File: src/rtl/pqu_pkg.sv
// shared types and constants of the prime query unit
`default_nettype none
package pqu_pkg;
    localparam int OperandWidth = 16;
    localparam int ValueWidth   = 16;
    localparam int NeighborWidth = OperandWidth + 2;
    localparam int CountWidth   = $clog2(NeighborWidth + 1);

    typedef enum logic [2:0] {
        OP_DIVISIBLE    = 3'd0,
        OP_IS_PRIME     = 3'd1,
        OP_NEXT_PRIME   = 3'd2,
        OP_COUNT_PRIMES = 3'd3,
        OP_IS_TWIN      = 3'd4,
        OP_NEXT_TWIN    = 3'd5,
        OP_LARGEST_TWIN = 3'd6,
        OP_UNUSED       = 3'd7
    } t_opcode;

    // request to the bit-serial remainder unit
    typedef struct packed {
        logic                     start;
        logic [NeighborWidth-1:0] dividend;
        logic [NeighborWidth-1:0] divisor;
    } t_div_req;

    // answer from the remainder unit
    typedef struct packed {
        logic                     done;
        logic                     zero_rem;
        logic                     sq_above;
    } t_div_rsp;
endpackage
`default_nettype wire

File: src/rtl/pqu_divider.sv
// restoring divider, one quotient bit per cycle, also reports d*d > n
`default_nettype none
module pqu_divider (
    input  wire                i_clk,
    input  wire                i_rst_n,
    input  wire pqu_pkg::t_div_req i_req,
    output pqu_pkg::t_div_rsp  o_rsp
);
    import pqu_pkg::*;

    logic                     r_busy, n_busy;
    logic [NeighborWidth-1:0] r_rem, n_rem;
    logic [NeighborWidth-1:0] r_quo, n_quo;
    logic [NeighborWidth-1:0] r_div, n_div;
    logic [CountWidth-1:0]    r_cnt, n_cnt;
    logic                     r_done, n_done;
    logic [NeighborWidth:0]   w_trial;
    logic [NeighborWidth-1:0] w_final_rem;

    // one shift-subtract step per cycle
    always_comb begin
        n_busy = r_busy;
        n_rem  = r_rem;
        n_quo  = r_quo;
        n_div  = r_div;
        n_cnt  = r_cnt;
        n_done = 1'b0;
        w_trial = {r_rem, r_quo[NeighborWidth-1]} - {1'b0, r_div};
        w_final_rem = r_rem;
        if (i_req.start) begin
            n_busy = 1'b1;
            n_rem  = '0;
            n_quo  = i_req.dividend;
            n_div  = i_req.divisor;
            n_cnt  = CountWidth'(NeighborWidth);
        end else if (r_busy) begin
            n_quo = {r_quo[NeighborWidth-2:0], ~w_trial[NeighborWidth]};
            if (w_trial[NeighborWidth]) begin
                n_rem = {r_rem[NeighborWidth-2:0], r_quo[NeighborWidth-1]};
            end else begin
                n_rem = w_trial[NeighborWidth-1:0];
            end
            n_cnt = r_cnt - 1'b1;
            if (r_cnt == CountWidth'(1)) begin
                n_busy = 1'b0;
                n_done = 1'b1;
            end
        end
    end

    always_ff @(posedge i_clk) begin
        if (!i_rst_n) begin
            r_busy <= 1'b0;
            r_done <= 1'b0;
            r_cnt  <= '0;
        end else begin
            r_busy <= n_busy;
            r_done <= n_done;
            r_cnt  <= n_cnt;
        end
        r_rem <= n_rem;
        r_quo <= n_quo;
        r_div <= n_div;
    end

    // d*d > n  is  quotient < d
    assign o_rsp.done     = r_done;
    assign o_rsp.zero_rem = (w_final_rem == '0);
    assign o_rsp.sq_above = (r_quo < r_div);
endmodule
`default_nettype wire

File: src/rtl/pqu_prime_test.sv
// trial-division primality test, or a single divisibility check, over the shared divider
`default_nettype none
module pqu_prime_test (
    input  wire                                 i_clk,
    input  wire                                 i_rst_n,
    input  wire                                 i_start,
    input  wire                                 i_mod_only,
    input  wire [pqu_pkg::NeighborWidth-1:0]    i_n,
    input  wire [pqu_pkg::NeighborWidth-1:0]    i_d,
    output logic                                o_done,
    output logic                                o_result
);
    import pqu_pkg::*;

    typedef enum logic [1:0] {S_IDLE, S_WAIT, S_FIN} t_state;

    t_state                   r_state;
    logic [NeighborWidth-1:0] r_n;
    logic [NeighborWidth-1:0] r_d;
    logic                     r_mod;
    logic                     r_res;
    logic                     r_go;
    t_div_req                 w_req;
    t_div_rsp                 w_rsp;

    assign w_req.start    = r_go;
    assign w_req.dividend = r_n;
    assign w_req.divisor  = r_d;

    pqu_divider u_div (
        .i_clk   (i_clk),
        .i_rst_n (i_rst_n),
        .i_req   (w_req),
        .o_rsp   (w_rsp)
    );

    // sweep divisors from 2 until d*d > n or one divides; mod-only mode tests the given divisor
    always_ff @(posedge i_clk) begin
        if (!i_rst_n) begin
            r_state <= S_IDLE;
            r_go    <= 1'b0;
            o_done  <= 1'b0;
        end else begin
            r_go   <= 1'b0;
            o_done <= 1'b0;
            unique case (r_state)
                S_IDLE: begin
                    if (i_start) begin
                        r_n   <= i_n;
                        r_mod <= i_mod_only;
                        if (i_mod_only) begin
                            r_d <= i_d;
                            if (i_d == '0) begin
                                r_res   <= 1'b0;
                                r_state <= S_FIN;
                            end else begin
                                r_go    <= 1'b1;
                                r_state <= S_WAIT;
                            end
                        end else if (i_n < NeighborWidth'(2)) begin
                            r_res   <= 1'b0;
                            r_state <= S_FIN;
                        end else begin
                            r_d     <= NeighborWidth'(2);
                            r_go    <= 1'b1;
                            r_state <= S_WAIT;
                        end
                    end
                end
                S_WAIT: begin
                    if (w_rsp.done) begin
                        if (r_mod) begin
                            r_res   <= w_rsp.zero_rem;
                            r_state <= S_FIN;
                        end else if (w_rsp.sq_above) begin
                            r_res   <= 1'b1;
                            r_state <= S_FIN;
                        end else if (w_rsp.zero_rem) begin
                            r_res   <= 1'b0;
                            r_state <= S_FIN;
                        end else begin
                            r_d  <= r_d + 1'b1;
                            r_go <= 1'b1;
                        end
                    end
                end
                S_FIN: begin
                    o_done  <= 1'b1;
                    r_state <= S_IDLE;
                end
                default: r_state <= S_IDLE;
            endcase
        end
    end

    assign o_result = r_res;
endmodule
`default_nettype wire

File: src/rtl/prime_query_unit.sv
// top level: request sequencer of the prime query unit
// a divisible query runs one division; a primality test runs one division per trial
//   divisor from 2 until d*d > n, on the bit-serial divider
// searches and range sweeps test candidates in turn, twins with up to three primality tests each
// throughput: one request at a time; the next is taken once the result word leaves
// reset: synchronous active low, clears the sequencer and output valid
`default_nettype none
module prime_query_unit (
    input  wire         i_clk,
    input  wire         i_rst_n,
    input  wire         s_axis_tvalid,
    output logic        s_axis_tready,
    // opcode[2:0], first_value[18:3], second_value[34:19], zero fill to 40
    input  wire  [39:0] s_axis_tdata,
    output logic        m_axis_tvalid,
    input  wire         m_axis_tready,
    // value[15:0], truth[16], none_found[17], overflow[18], zero fill to 24
    output logic [23:0] m_axis_tdata
);
    import pqu_pkg::*;

    typedef enum logic [3:0] {
        S_IDLE, S_T1, S_W1, S_T2, S_W2, S_T3, S_W3, S_NEXT, S_OUT
    } t_state;

    localparam logic [NeighborWidth-1:0] Top = NeighborWidth'((1 << OperandWidth) - 1);

    t_state                   r_state;
    t_opcode                  r_op;
    logic [NeighborWidth-1:0] r_a, r_b, r_c;
    logic [ValueWidth-1:0]    r_value;
    logic                     r_truth, r_none, r_ovf;
    logic                     r_pstart, r_pmod;
    logic [NeighborWidth-1:0] r_pn;
    logic                     w_pdone, w_pres;
    logic                     w_twin_op;

    pqu_prime_test u_prime (
        .i_clk      (i_clk),
        .i_rst_n    (i_rst_n),
        .i_start    (r_pstart),
        .i_mod_only (r_pmod),
        .i_n        (r_pn),
        .i_d        (r_b),
        .o_done     (w_pdone),
        .o_result   (w_pres)
    );

    assign s_axis_tready = (r_state == S_IDLE);
    assign m_axis_tvalid = (r_state == S_OUT);
    assign m_axis_tdata  = {5'd0, r_ovf, r_none, r_truth, r_value};
    assign w_twin_op = (r_op == OP_IS_TWIN) || (r_op == OP_NEXT_TWIN)
                    || (r_op == OP_LARGEST_TWIN);

    // sequencer: candidate c tested as prime (or for divisibility), then c-2 and, if c-2 is not prime, c+2 for twins
    always_ff @(posedge i_clk) begin
        if (!i_rst_n) begin
            r_state  <= S_IDLE;
            r_pstart <= 1'b0;
        end else begin
            r_pstart <= 1'b0;
            unique case (r_state)
                S_IDLE: begin
                    if (s_axis_tvalid) begin
                        r_op    <= t_opcode'(s_axis_tdata[2:0]);
                        r_a     <= NeighborWidth'(s_axis_tdata[18:3]);
                        r_b     <= NeighborWidth'(s_axis_tdata[34:19]);
                        r_value <= '0;
                        r_truth <= 1'b0;
                        r_none  <= 1'b0;
                        r_ovf   <= 1'b0;
                        unique case (t_opcode'(s_axis_tdata[2:0]))
                            OP_DIVISIBLE, OP_IS_PRIME, OP_IS_TWIN: begin
                                r_c     <= NeighborWidth'(s_axis_tdata[18:3]);
                                r_state <= S_T1;
                            end
                            OP_NEXT_PRIME, OP_NEXT_TWIN: begin
                                r_c     <= NeighborWidth'(s_axis_tdata[18:3]) + 1'b1;
                                r_state <= S_NEXT;
                            end
                            OP_COUNT_PRIMES: begin
                                r_c <= NeighborWidth'(s_axis_tdata[18:3]);
                                r_state <= (s_axis_tdata[18:3] > s_axis_tdata[34:19])
                                         ? S_OUT : S_T1;
                            end
                            OP_LARGEST_TWIN: begin
                                r_c    <= NeighborWidth'(s_axis_tdata[34:19]);
                                r_none <= 1'b1;
                                r_state <= (s_axis_tdata[18:3] > s_axis_tdata[34:19])
                                         ? S_OUT : S_T1;
                            end
                            default: r_state <= S_OUT;
                        endcase
                    end
                end
                // bound check for next searches
                S_NEXT: begin
                    if (r_c > Top) begin
                        r_ovf   <= 1'b1;
                        r_state <= S_OUT;
                    end else begin
                        r_state <= S_T1;
                    end
                end
                S_T1: begin
                    r_pn     <= r_c;
                    r_pmod   <= (r_op == OP_DIVISIBLE);
                    r_pstart <= 1'b1;
                    r_state  <= S_W1;
                end
                S_W1: begin
                    if (w_pdone) begin
                        if (w_twin_op && w_pres && r_c > NeighborWidth'(2)) begin
                            r_state <= S_T2;
                        end else begin
                            r_state <= S_T3;
                        end
                    end
                end
                S_T2: begin
                    r_pn     <= r_c - NeighborWidth'(2);
                    r_pmod   <= 1'b0;
                    r_pstart <= 1'b1;
                    r_state  <= S_W2;
                end
                S_W2: begin
                    if (w_pdone) begin
                        if (w_pres) begin
                            r_state <= S_W3;
                            r_pn    <= '0;
                        end else begin
                            r_pn     <= r_c + NeighborWidth'(2);
                            r_pstart <= 1'b1;
                            r_state  <= S_W3;
                        end
                    end
                end
                // S_W3 waits on the c+2 test, or decides at once when c-2 was prime
                S_W3: begin
                    if (r_pn == '0 || w_pdone) begin
                        if (r_pn == '0 || w_pres) begin
                            // twin found
                            unique case (r_op)
                                OP_IS_TWIN: begin
                                    r_truth <= 1'b1;
                                    r_state <= S_OUT;
                                end
                                OP_NEXT_TWIN, OP_LARGEST_TWIN: begin
                                    r_value <= ValueWidth'(r_c);
                                    r_none  <= 1'b0;
                                    r_state <= S_OUT;
                                end
                                default: r_state <= S_OUT;
                            endcase
                        end else begin
                            r_state <= S_T3;
                        end
                    end
                end
                // S_T3 decides after a candidate
                S_T3: begin
                    unique case (r_op)
                        OP_DIVISIBLE, OP_IS_PRIME: begin
                            r_truth <= w_pres;
                            r_state <= S_OUT;
                        end
                        OP_IS_TWIN: r_state <= S_OUT;
                        OP_NEXT_PRIME: begin
                            if (w_pres) begin
                                r_value <= ValueWidth'(r_c);
                                r_state <= S_OUT;
                            end else begin
                                r_c     <= r_c + 1'b1;
                                r_state <= S_NEXT;
                            end
                        end
                        OP_NEXT_TWIN: begin
                            r_c     <= r_c + 1'b1;
                            r_state <= S_NEXT;
                        end
                        OP_COUNT_PRIMES: begin
                            if (w_pres) r_value <= r_value + 1'b1;
                            if (r_c == r_b) begin
                                r_state <= S_OUT;
                            end else begin
                                r_c     <= r_c + 1'b1;
                                r_state <= S_T1;
                            end
                        end
                        OP_LARGEST_TWIN: begin
                            if (r_c == r_a) begin
                                r_state <= S_OUT;
                            end else begin
                                r_c     <= r_c - 1'b1;
                                r_state <= S_T1;
                            end
                        end
                        default: r_state <= S_OUT;
                    endcase
                end
                S_OUT: begin
                    if (m_axis_tready) r_state <= S_IDLE;
                end
                default: r_state <= S_IDLE;
            endcase
        end
    end

    // result word stays put while it waits
    assert property (@(posedge i_clk) disable iff (!i_rst_n)
        m_axis_tvalid && !m_axis_tready |=> $stable(m_axis_tdata))
        else $error("result word changed while stalled");
    // no request taken while a result is pending
    assert property (@(posedge i_clk) disable iff (!i_rst_n)
        m_axis_tvalid |-> !s_axis_tready)
        else $error("request accepted during pending result");
    // none_found only for the largest twin search
    assert property (@(posedge i_clk) disable iff (!i_rst_n)
        m_axis_tvalid && r_none |-> r_op == OP_LARGEST_TWIN)
        else $error("none_found on wrong operation");
endmodule
`default_nettype wire

File: config.mk
export PLATFORM = sky130hd
export DESIGN_NAME = prime_query_unit
export DESIGN_NICKNAME = d
export VERILOG_FILES = /design/src/rtl/pqu_pkg.sv /design/src/rtl/pqu_divider.sv /design/src/rtl/pqu_prime_test.sv /design/src/rtl/prime_query_unit.sv
export SDC_FILE = /design/constraint.sdc
export NUM_CORES = 1
export LEC_CHECK = 0
export BUFFER_PORTS_ARGS = -buffer_cell sky130_fd_sc_hd__buf_4
export CORE_MARGIN = 4
export CORE_UTILIZATION = 56
export DETAILED_ROUTE_END_ITERATION = 16
export PLACE_DENSITY = 0.76
export SYNTH_ARGS = -nofsm -noshare
export SYNTH_HDL_FRONTEND = slang
export SYNTH_SLANG_ARGS = --single-unit
File: constraint.sdc
create_clock -name i_clk -period 2.95 [get_ports i_clk]
set_input_delay 0.295 -clock i_clk [delete_from_list [all_inputs] [get_ports i_clk]]
set_output_delay 0.295 -clock i_clk [all_outputs]
set_load 0.03 [all_outputs]
### After elaboration in Yosys (flattened, before gate mapping)

Index checks and enable logic that the tools add are counted.

* flip-flop bits (word level): 199
* latch bits: 0
* RAM bits: 0
* bits in read-only memories: 0
* input port bits: 44
* output and inout port bits: 26
* logic and storage cells: 234
* memories: 0

* $add $sub $neg: 9
* multipliers: 0
* divide/modulo/power cells: 0
* magnitude comparators: 5
* equal/unequal tests: 52
* shift-type cells: 0
* mux-type cells: 96
* bitwise gates (word level): 3
* reduce and logical (&&, ||, !) cells: 43

Operators by type and width (number)
* two-way mux 18 bit: 16
* case mux 18 bit (3 select lines): 2
* two-way mux 16 bit: 6
* case mux 18 bit (2 select lines): 2
* case mux 18 bit (4 select lines): 1
* logical NOT 18 bit: 3
* case mux 16 bit (3 select lines): 1
* two-way mux 4 bit: 11
* adder 18 x 1 -> 18 bit, second input constant: 2
* == test 18 x 16 -> 1 bit: 2
* case mux 4 bit (9 select lines): 1
* two-way mux 1 bit: 34
* case mux 16 bit (2 select lines): 1
* inequality test 2 bit, second input constant: 10
* subtractor 19 x 18 -> 19 bit: 1
* adder 18 x 2 -> 18 bit, second input constant: 1
* == test 3 bit, second input constant: 6
* greater-than comparator 18 x 16 -> 1 bit, second input constant: 1
* greater-than comparator 18 x 2 -> 1 bit, second input constant: 1
* < comparator 18 bit: 1
* < comparator 18 x 2 -> 1 bit, second input constant: 1
* subtractor 18 x 1 -> 18 bit, second input constant: 1
* subtractor 18 x 2 -> 18 bit, second input constant: 1
* adder 16 x 1 -> 17 bit, second input constant: 1
* 45 further kinds: 101

### Depth between registers and ports, before layout

* word-level depth: 8
* gate-level depth with buffers: 12
* mapped depth without buffers: 11

### Hierarchy

Synthesis repeated with hierarchy kept, for this count alone.

* cell total of the unflattened synthesis: 1326
* area total of the unflattened synthesis: 13138.9 um^2

By module, submodules not included
* prime_query_unit: times used 1, cells an instance 808, area an instance 7318.3 um^2, seq. area each 2832.7 um^2
* pqu_divider: times used 1, cells an instance 356, area an instance 3854.9 um^2, seq. area each 1581.5 um^2
* pqu_prime_test: times used 1, cells an instance 162, area an instance 1965.6 um^2, seq. area each 1221.2 um^2

### Worst setup path after synthesis

Ideal clock, no wire load.

* path type: register to register
* from: register r_op[0]
* to: register r_c[16], data pin
* setup time: 265 ps
* arrival: 2837 ps
* data required time: 2685 ps
* path slack: -152 ps
* cell stages (with the launch flop): 13
* period minus slack after synthesis: 3102 ps
* path through: edfxtp_1 -> clkbuf_1 -> nand3b_1 -> inv_1 -> ha_1 -> a21o_1 -> a21oi_1 -> o21ai_1 -> a41o_1 -> a211oi_1 -> a211oi_1 -> xnor2_1 -> o21ai_1

* cells in the longest elaborated chain, start to end: 3
* elaborated cells on any way between the ends: 6
* classes of those cells: 4 x eq/ne; 2 x mux

RTL lines
* start, declared: line prime_query_unit.sv:29 `t_opcode r_op;`
* start signal, assigned: line prime_query_unit.sv:65 `r_op <= t_opcode'(s_axis_tdata[2:0]);`
* == test 3 bit / == test 3 x 2 -> 1 bit (equally long branches): line prime_query_unit.sv:162 `unique case (r_op)`
* case mux 18 bit (4 select lines) (*): line prime_query_unit.sv:162
* case mux 18 bit (2 select lines) (*): line prime_query_unit.sv:62 `unique case (r_state)`
* end signal, assigned: line prime_query_unit.sv:74 `r_c <= NeighborWidth'(s_axis_tdata[18:3]);`
* end signal, assigned: line prime_query_unit.sv:78 `r_c <= NeighborWidth'(s_axis_tdata[18:3]) + 1'b1;`
* end signal, assigned: line prime_query_unit.sv:173 `r_c <= r_c + 1'b1;`
* end, declared: line prime_query_unit.sv:30 `logic [NeighborWidth-1:0] r_a, r_b, r_c;`

Mark *: on every way between the ends. The rest lies on a longest branch, timed or not.
A chain may end at the register's enable or synchronous reset.

### Final worst setup path

* from: register r_op[0]
* to: register r_c[14], data pin

Same word-level chain as after synthesis.

==> results.md <==
* Status: complete, no violations
* CTS tree: built
* Share of layout cells above drive strength 1 at about 14%
* Drt total wl at between 30 and 40 mm
* Bufs on Longest Clock Path at 2
* WP data required at between 3000 and 4000 ps
* Final hold viol count at 0
* Global route overflow at 0
* Max frequency at approximately 360 MHz
* Diode count at 0
* Tcrit/Tclk final at between 90 and 100%
* Ys Warns at 0
* Vias at roughly 11000
* Post-synth top flop: edfxtp_1
* Syn_area_per_cell at 9.57 sq um
* First-pass GRT wire length at 54.9 mm
* Clk sink count at a little under 200
* Max-slew violations at 0
* Gp weighted congestion at around 0.95
* Arrival @ worst endpoint at slightly below 3000 ps
* Worst setup SP type: flop
* Via density per instance at between 6 and 7
* Num CTS Buffers at 17
* FFs w/ async S/R, synth at 0%
* RSZ-0062 raised after global routing: false
* Clock root buffer master: clkbuf_16
* CP Capture Type: flop
* Worst r2r path cells at 11
* Pin count of the biggest net entering global routing at 55
* Sum Neg Setup Slack at 0 ps
* Post-synth EDFFs at between 150 and 200
* Hold path cells at 1
* Worst Path Max Fanout at 12
* Fin cells at 1701
* Worst Tran Pin Value at around 1000 ps
* Initial Util at 56.9%
* Initial DRC Count at approximately 1100
* Antenna violations before repair at 1
* Worst-skew pair later-pin latency at between 400 and 500 ps
* Global Route Usage Sum at between 20% and 30%
* Layout filler cell count at between 1500 and 2000
* Final setup viols at 0
* Pleak at around 5.4 nW
* Chip Width at around 160 um
* Clock Skew at 13.6 ps
* Max-Slew Margin vs Limit at between 30% and 40%
* Vias in the first global route at 10400
* CTS H-tree lvls at 4
* Syn Std Cell Area at between 0.01 and 0.015 sq mm
* Max-Cap Viols at 0
* Fin crit period at 2780 ps
* Port bufs at 59
* Yosys reg bits at approximately 200
* Post-Syn Instances at 1346
* Die area at 0.0255 sq mm
* Reg clk slew, reported paths at around 80 ps
* Post-route ant nets at 0
* Fin nets at 1523
* Peak supply drop at approximately 520 uV
* Residual DRC at 0
* Die height at about 160 um
* Rows at 55
* Seq/Total Area, Yosys at 43.7%
* Crit path kind: flop to flop
* Power Dens Cells at between 800 and 900 mW/mm^2
* Min-Delay Path Class: primary input to flop
* Placed Cells incl. Taps at about 1700
* Wire per inst at just over 20 um
* DP HPWL at approximately 25 mm
* Distinct cells, synth at 82
* First drt pass iteration count at 6
* Core box area at about 0.023 sq mm
* Synth-to-Final Area Change at 11.8%
* I/O pin count at 70
==> critical path, cell delays in order (launching register included) <==
cell and delay (ps):
edfxtp_1 380, nand3b_1 230, inv_4 170, ha_1 300, a21o_1 210, a21oi_2 170
o21ai_1 110, a41o_1 310, a211oi_2 280, buf_4 150, xor2_1 140, o21ai_1 70
==> layout make-up <==
cell class,count,area [sq um],area share [%]
Multi-Input combinational cell,1015,6720,46.6
Tap cell,285,357,2.48
Sequential cell,199,5640,39.1
Clock inverter,14,171,1.19
Timing Repair Buffer,114,881,6.12
Inverter,56,213,1.48
Clock buffer,18,429,2.98
==> metal layers <==
layer	up-vias	GRT usage, %	routed length (um)
met1	5063	37.0	14300
met3	81	4.28	3170
met5	-	0	20
li1	5083	-	-
met2	576	42.7	15800
met4	2	9.70	1040
==> cell usage after synthesis, types with 4 or more instances <==
cell	count	area, sq um
mux2_2	20	225
nor2_1	117	439
o211ai_1	5	37.5
and3_1	24	150
buf_4	10	75.1
nor4b_1	4	35.0
dfxtp_1	34	681
and2_1	6	37.5
a21o_1	16	120
ha_1	74	926
a22oi_1	15	113
o221ai_1	6	52.6
o31a_1	4	35.0
a211oi_1	18	135
mux2i_1	5	50.1
o21a_1	16	120
nor3_1	22	110
xor2_1	52	455
a32oi_1	5	43.8
o21ai_1	7	35.0
o31ai_1	6	45.0
a31oi_1	10	62.6
edfxtp_1	165	4950
nor2b_1	17	106
xnor2_1	49	429
inv_1	55	206
buf_2	9	45.0
nand4_1	20	125
or4_1	4	30.0
o21ai_0	102	510
a21oi_1	92	460
nand2_1	101	379
nor4_1	21	131
buf_1	7	26.3
nand2b_1	19	119
clkbuf_1	52	195
nand3_1	73	365
o22ai_1	11	68.8
==> through the flow <==
step | util, % | hold WS (ps) | power [W] | worst slack (ps) | instance area, sq um
final | 63.6 | 40.9 | 0.0119 | 168 | 14400
after global placement | 60.8 | 433 | 0.00917 | 134 | 13800
after CTS | 63.4 | 30.4 | 0.0117 | 19.6 | 14400
after detailed placement | 60.8 | 430 | 0.00930 | 26.1 | 13800
after floorplan | - | 394 | 0.00785 | 5.90 | 12900
after global routing | 63.6 | 27.8 | 0.0125 | 5.93 | 14400
==> kinds of logic (layout without fill, tap and decap cells) <==
family,Yosys count,count (layout),synth area share [%]
adders and majority gates,77,77,7.57
other,1,5,0.0291
xor gates and xnor gates,101,101,6.86
DFF,199,199,43.7
and+or+nand+nor,451,451,17.5
buffers and inverters,136,202,4.41
AOI/OAI and AO/OA,356,356,17.7
muxes,25,25,2.14
==> flip-flops by register name, indices dropped and copies added (netlist names), 2 cells and up <==
name,count
u_prime.u_div.r_cnt,5
u_prime.r_d,18
u_prime.u_div.r_div,18
r_pn,18
r_value,16
u_prime.u_div.r_quo,18
r_op,3
u_prime.r_state,2
r_c,18
u_prime.r_n,18
r_a,16
r_b,16
r_state,4
u_prime.u_div.r_rem,18
==> path summary, 6_finish.rpt <==
check                                       from         endpoint  slack [ps]
worst min-delay path            s_axis_tdata[24]           r_b[5]          40
worst max register to register           r_op[0]          r_c[14]         170
worst min register to register          r_pn[15]  u_prime.r_n[15]         450
worst max-delay path                     r_op[0]          r_c[14]         170
==> where the power goes <==
part | leakage [nW] | switching (W) | internal (W)
sequential | 1.80 | 0.000601 | 0.00382
combinational | 3.36 | 0.00299 | 0.00202
clock | 0.290 | 0.00108 | 0.00134
==> layout by cell type (no fill, tap or decap), drive strengths merged, types with 6 or more instances in the layout <==
cell | synthesis | layout
nor2b | 20 | 20
nand4 | 21 | 21
nand3 | 73 | 73
a21o | 16 | 16
nor3 | 24 | 24
and2 | 6 | 6
nand2 | 102 | 102
o22ai | 11 | 11
nor2 | 118 | 118
and3 | 24 | 24
nand2b | 19 | 19
xnor2 | 49 | 49
edfxtp | 165 | 165
a22oi | 15 | 15
a31oi | 10 | 10
dfxtp | 34 | 34
clkbuf | 53 | 18
xor2 | 52 | 52
a21oi | 92 | 92
o31ai | 6 | 6
nor4 | 21 | 21
a211oi | 19 | 19
mux2 | 20 | 20
o221ai | 6 | 6
inv | 55 | 60
buf | 27 | 114
o21ai | 112 | 112
ha | 74 | 74
o21a | 16 | 16
==> repair_timing <==
item,4_1_cts,5_1_grt
gates resized for setup,0,4
endpoints found under the setup margin,0,24
buffers inserted,0,4
hold buffers,0,0
No activity file was read; power rests on OpenSTA's default activity.
